===== src/mhd_pkg.sv =====
// shared constants and command/status types for the merging max-heap
package mhd_pkg;

	localparam int HEAP_CAPACITY_DEF = 1024;
	localparam int DEGREE_COUNT_DEF  = 1024;
	localparam int COEF_BITS_DEF     = 32;
	localparam int ID_BITS_DEF       = 16;

	localparam int FUNC_W   = 2;
	localparam int DEG_W    = 10;
	localparam int COEF_W   = 32;
	localparam int SRC_W    = 16;
	localparam int STATUS_W = 2;
	localparam int TOTAL_W  = 11;

	localparam logic [FUNC_W-1:0] FN_INSERT  = 2'd0;
	localparam logic [FUNC_W-1:0] FN_EXTRACT = 2'd1;
	localparam logic [FUNC_W-1:0] FN_PEEK    = 2'd2;

	localparam logic [STATUS_W-1:0] ST_OK    = 2'd0;
	localparam logic [STATUS_W-1:0] ST_EMPTY = 2'd1;
	localparam logic [STATUS_W-1:0] ST_FULL  = 2'd2;

	typedef struct packed {
		logic clr;
		logic load;
		logic deg_rd;
		logic merge_wr;
		logic set_full;
		logic set_empty;
		logic mark_wr;
		logic place;
		logic up_rd;
		logic up_move;
		logic top_rd;
		logic top_cap;
		logic last_rd;
		logic last_cap;
		logic sum_cap;
		logic rd_l;
		logic cap_l;
		logic rd_r;
		logic cap_r;
		logic dn_move;
		logic out_load;
	} cmd_t;

	typedef struct packed {
		logic [FUNC_W-1:0] func;
		logic in_range;
		logic present;
		logic full;
		logic empty;
		logic at_root;
		logic up_stop;
		logic has_l;
		logic has_r;
		logic pick_none;
		logic out_free;
		logic clr_last;
	} sts_t;

endpackage


===== src/mhd_ctrl.sv =====
// controller state machine sequencing insert, sift-up, extract and sift-down
module mhd_ctrl (
	input  logic          clk,
	input  logic          arst_n,
	input  logic          in_valid,
	output logic          in_ready,
	input  mhd_pkg::sts_t sts,
	output mhd_pkg::cmd_t cmd
);
	import mhd_pkg::*;

	typedef enum logic [13:0] {
		S_CLEAR = 14'b00000000000001,
		S_IDLE  = 14'b00000000000010,
		S_DISP  = 14'b00000000000100,
		S_DCHK  = 14'b00000000001000,
		S_UP    = 14'b00000000010000,
		S_UPCMP = 14'b00000000100000,
		S_TOPD  = 14'b00000001000000,
		S_LAST  = 14'b00000010000000,
		S_SUM   = 14'b00000100000000,
		S_DN    = 14'b00001000000000,
		S_DNL   = 14'b00010000000000,
		S_DNR   = 14'b00100000000000,
		S_DNC   = 14'b01000000000000,
		S_FIN   = 14'b10000000000000
	} state_t;

	state_t state_q;
	state_t state_d;

	assign in_ready = state_q == S_IDLE;

	always_comb begin
		state_d = state_q;
		cmd     = '0;
		unique case (state_q)
			S_CLEAR: begin
				cmd.clr = 1'b1;
				if (sts.clr_last) state_d = S_IDLE;
			end
			S_IDLE: begin
				if (in_valid) begin
					cmd.load = 1'b1;
					state_d  = S_DISP;
				end
			end
			S_DISP: begin
				state_d = S_FIN;
				if (sts.func == FN_INSERT) begin
					if (sts.in_range) begin
						cmd.deg_rd = 1'b1;
						state_d    = S_DCHK;
					end
				end else if (sts.func == FN_EXTRACT || sts.func == FN_PEEK) begin
					if (sts.empty) begin
						cmd.set_empty = 1'b1;
					end else begin
						cmd.top_rd = 1'b1;
						state_d    = S_TOPD;
					end
				end
			end
			S_DCHK: begin
				state_d = S_FIN;
				if (sts.present) begin
					cmd.merge_wr = 1'b1;
				end else if (sts.full) begin
					cmd.set_full = 1'b1;
				end else begin
					cmd.mark_wr = 1'b1;
					state_d     = S_UP;
				end
			end
			S_UP: begin
				if (sts.at_root) begin
					cmd.place = 1'b1;
					state_d   = S_FIN;
				end else begin
					cmd.up_rd = 1'b1;
					state_d   = S_UPCMP;
				end
			end
			S_UPCMP: begin
				if (sts.up_stop) begin
					cmd.place = 1'b1;
					state_d   = S_FIN;
				end else begin
					cmd.up_move = 1'b1;
					state_d     = S_UP;
				end
			end
			S_TOPD: begin
				cmd.top_cap = 1'b1;
				if (sts.func == FN_EXTRACT) begin
					cmd.last_rd = 1'b1;
					state_d     = S_LAST;
				end else begin
					state_d = S_FIN;
				end
			end
			S_LAST: begin
				cmd.last_cap = 1'b1;
				state_d      = S_SUM;
			end
			S_SUM: begin
				cmd.sum_cap = 1'b1;
				state_d     = S_DN;
			end
			S_DN: begin
				if (sts.has_l) begin
					cmd.rd_l = 1'b1;
					state_d  = S_DNL;
				end else begin
					cmd.place = 1'b1;
					state_d   = S_FIN;
				end
			end
			S_DNL: begin
				cmd.cap_l = 1'b1;
				if (sts.has_r) begin
					cmd.rd_r = 1'b1;
					state_d  = S_DNR;
				end else begin
					state_d = S_DNC;
				end
			end
			S_DNR: begin
				cmd.cap_r = 1'b1;
				state_d   = S_DNC;
			end
			S_DNC: begin
				if (sts.pick_none) begin
					cmd.place = 1'b1;
					state_d   = S_FIN;
				end else begin
					cmd.dn_move = 1'b1;
					state_d     = S_DN;
				end
			end
			S_FIN: begin
				if (sts.out_free) begin
					cmd.out_load = 1'b1;
					state_d      = S_IDLE;
				end
			end
			default: begin
				state_d = S_IDLE;
			end
		endcase
	end

	always_ff @(posedge clk or negedge arst_n) begin
		if (!arst_n) begin
			state_q <= S_CLEAR;
		end else begin
			state_q <= state_d;
		end
	end

endmodule


===== config.mk =====
export PLATFORM = sky130hd
export DESIGN_NAME = mhd_ctrl
export DESIGN_NICKNAME = d
export VERILOG_FILES = /design/src/mhd_pkg.sv /design/src/mhd_ctrl.sv
export SDC_FILE = /design/constraint.sdc
export NUM_CORES = 1
export LEC_CHECK = 0
export BUFFER_PORTS_ARGS = -buffer_cell sky130_fd_sc_hd__buf_2
export CELL_PAD_IN_SITES_DETAIL_PLACEMENT = 0
export CELL_PAD_IN_SITES_GLOBAL_PLACEMENT = 1
export CORE_UTILIZATION = 37
export CTS_CLUSTER_SIZE = 28
export DETAILED_ROUTE_END_ITERATION = 16
export GPL_ROUTABILITY_DRIVEN = 0
export HOLD_SLACK_MARGIN = 0.02
export PLACE_DENSITY_LB_ADDON = 0.1
export SLEW_MARGIN = 40
export SYNTH_ARGS = -nofsm -noshare
export SYNTH_HDL_FRONTEND = slang
export SYNTH_SLANG_ARGS = --single-unit

===== constraint.sdc =====
create_clock -name clk -period 2.3 [get_ports clk]
set_clock_uncertainty 0.1 [all_clocks]
set_input_delay 0.23 -clock clk [delete_from_list [all_inputs] [get_ports clk]]
set_output_delay 0.23 -clock clk [all_outputs]
set_load 0.01 [all_outputs]

==> impl_results.md <==
- Most frequent cells after synthesis: dfrtp_1 (13), nor2_1 (13), nor3_1 (9)
- CP arrival: 2.00 ns
- Die width: approximately 59 um
- Total power: around 1.2 mW
- Worst r2r src: state_q[0]
- Adder-cell share of the synthesized area: slightly above 2%
- Synth top area share: 26.6%
- Clock latency on the worst-skew pair: about 0.28 ns
- Post-route cell area: approximately 1800 um^2
- Slew HR: 68.9%
- Final ANT Viol Nets: 0
- Max reg flops: 14
- Ys async rst share: between 90% and 100%
- Final min period: 2.33 ns
- Starting Density: about two fifths
- Die area: between 3000 and 4000 um^2
- Post-Route Utilization: a little under three fifths
- Crit. End Element: output port
- Final Hold Viols: 0
- Via density: about 5.3
- PwrDens: approximately 660 nW/um^2
- Mapped Avg Cell Area: 8.55 um^2
- CP Max Fanout: 7
- HPWL after DPL: 2.32 mm
- Diode count: 0
- Min-delay src: sts[6]
- Largest Register: state_q
- CP max stage cell: dfrtp_2
- WP data required: between 1.5 and 2 ns
- Detailed Routing Iterations Pass 1: 4
- Area contributors post-synth: dfrtp_1 (27%), nor4_4 (5.2%), nor4b_1 (5.0%), nor3b_1 (4.9%), nor2_1 (4.0%)
- I/O pins: 38
- FP Rows: 20
- Biggest regs: state_q x14
- Hold Path Depth: 2
- Root Buffer: clkbuf_4
- Worst Reg-to-Reg Cells: 6
- CTS clock-pin slew for the worst setup and hold paths: approximately 0.090 ns
- Worst Setup Start Kind: flip-flop
- Nets: ~220
- CTS sink count: 14
- Flops & latches, synth: 14
- Synth warnings: 0
- Status: finished with violations
- CTS tree: yes
- Net Count, Synth: around 160
- VDD IR-drop max: roughly 310 uV
- Register area: roughly 350 um^2
- EDFF count, synth: 0
- Post-DR wirelength/cell: between 10 and 15 um
- HP Class: in -> reg
- Core box area: about 3100 um^2
- Total CTS buffers: 3
- Unique cell type count in the Yosys netlist: 41
- Hold slack final: ~0.034 ns
- Top achievable clock speed: 430 MHz
- Gate Count Post-Synth: about 140
- MaxCap Viol Count: 0
- DR iter-0 viols: 30
- Main flop type after synthesis: dfrtp_1
- Ratio of cells with drive above 1 in the final layout: between 40% and 50%
- CP delay by family, top: simple AND/OR/NAND/NOR gates
- RR Endpoint: state_q[13]
- PortBufs: 37
- Simple-gate area share of the yosys netlist: between 50 and 60%
- Slew @ Worst Pin: approximately 0.46 ns
- Static Leakage: 0.834 nW
- CP cell instances: buf_6 > nor4_4 > buf_6 > nand4_1 > nor4b_2 > buf_2
- Largest net degree at the start of global routing: 15
- GRT overflow: 0
- Synth-to-Final Area Change: 45.3%
- WHS Endpoint: state_q[5]
- Post-Syn Area: 1220 um^2
- Setup WS post-layout: -0.0274 ns
- Critical path type: reg -> out
- R2R Setup Slk: 0.12 ns
- Dominant cell type by area after synthesis: dfrtp_1
- Crit-path max cell delay: 0.42 ns
- Initial antenna violation count: 0
- Final setup fails: 2
- Vias in the first global route: 1128
- Fillers: 318
- RSZ-0062 raised after global routing: true
- First-pass GRT wire length: about 5.1 mm
- Die Y-Extent: between 50 and 60 um
- Via count: 1279
- Multi-input logic area: ~900 um^2
- Fin Setup TNS: -0.0304 ns
- Synth Area in Compound Gates: between 6 and 7%
- Pins Over Slew Limit: 0
- Post-synthesis sequential area ratio: between 20% and 30%
- Post-synthesis xor/xnor area fraction: 2.87%
- Clk buf depth: 2
- Post-placement cell area: 1490 um^2
- Detailed Route WL: between 3 and 4 mm
- GRT Total Usage: 19.1%
- Most common cell type on the critical path: buf_6
- Post-synthesis mux area share: less than 1%
- Tcrit/Tclk final: 101%
- H-tree lvl count: 1
- Drt drc: 0
- Failing checks: setup timing
- Largest family of logic cells by synthesized area: simple AND/OR/NAND/NOR gates
- Critical path buffers and inverters: 3
==> worst max path at each step <==
stage                     startpoint  endpoint  cells after the start
after floorplan           state_q[1]   cmd[16]                      4
after global routing      state_q[1]   cmd[11]                      6
after global placement    state_q[1]   cmd[16]                      4
after CTS                 state_q[2]   cmd[11]                      6
after detailed placement  state_q[1]   cmd[11]                      4
final                     state_q[1]   cmd[11]                      6
==> kinds of logic (layout without fill, tap and decap cells) <==
family	count (synthesis)	in the layout
mux	1	1
compound gates	12	12
flops	14	14
buf+inv	21	74
fa+ha+maj	2	2
simple gates	89	89
xor+xnor	4	4
==> area by class of cell <==
type / count / share of cell area (%)
multi-input combinational: 108 / 50.7
inverter: 8 / 1.69
timing repair buffer: 62 / 23.1
clock buffer: 4 / 1.48
sequential: 14 / 19.9
tap: 44 / 3.10
==> report_power, final <==
part / total (mW) / internal [mW] / switching [mW]
sequential: 0.298 / 0.271 / 0.0277
combinational: 0.722 / 0.361 / 0.361
clock: 0.152 / 0.0673 / 0.0848
total: 1.17 / 0.699 / 0.474
==> worst reg2reg max path: stages (launching register included) <==
cell and delay [ns]:
dfstp_2 0.63, nor4_4 0.07, buf_6 0.13, buf_4 0.13, and4_2 0.24, a32o_1 0.27
or4_1 0.47
==> cell usage in the layout (no fill, tap or decap), types with 3 or more instances in the layout <==
cell type and count:
clkbuf_4 3, nor3b_2 3, and3_1 3, nor3b_1 5, nor4b_1 5, nor2_1 12
and2_1 6, buf_2 35, nand4_1 7, nor4_4 6, nand3_1 3, a21oi_1 4
buf_6 6, inv_1 8, nand4b_1 3, buf_4 19, nor3_1 7, xor2_1 4
dfrtp_1 11, nand3b_1 4
==> timing repair <==
item,in CTS,in global routing
pin swaps,4,13
setup endpoints to repair,9,18
resized for setup,8,27
buffers inserted,6,5
hold endpoints to repair,13,0
hold buffers,1,0
==> routing by layer <==
layer | vias to the layer above | global-route usage (%) | part of all wire, %
met5 | - | 0 | 0
met4 | 0 | 2.72 | 0.70
met3 | 4 | 3.93 | 3.6
met2 | 32 | 32.1 | 50
met1 | 606 | 25.5 | 45
li1 | 637 | - | -
==> per-stage QoR <==
| step | setup slack [ns] | instances |
|---|---|---|
| after floorplan | 0.147 | 143 |
| after global placement | 0.157 | 224 |
| after detailed placement | 0.105 | 224 |
| after CTS | -0.0369 | 235 |
| after global routing | -0.164 | 240 |
| final | -0.0274 | 240 |
Note: power is estimated with default switching activity, not from simulation.
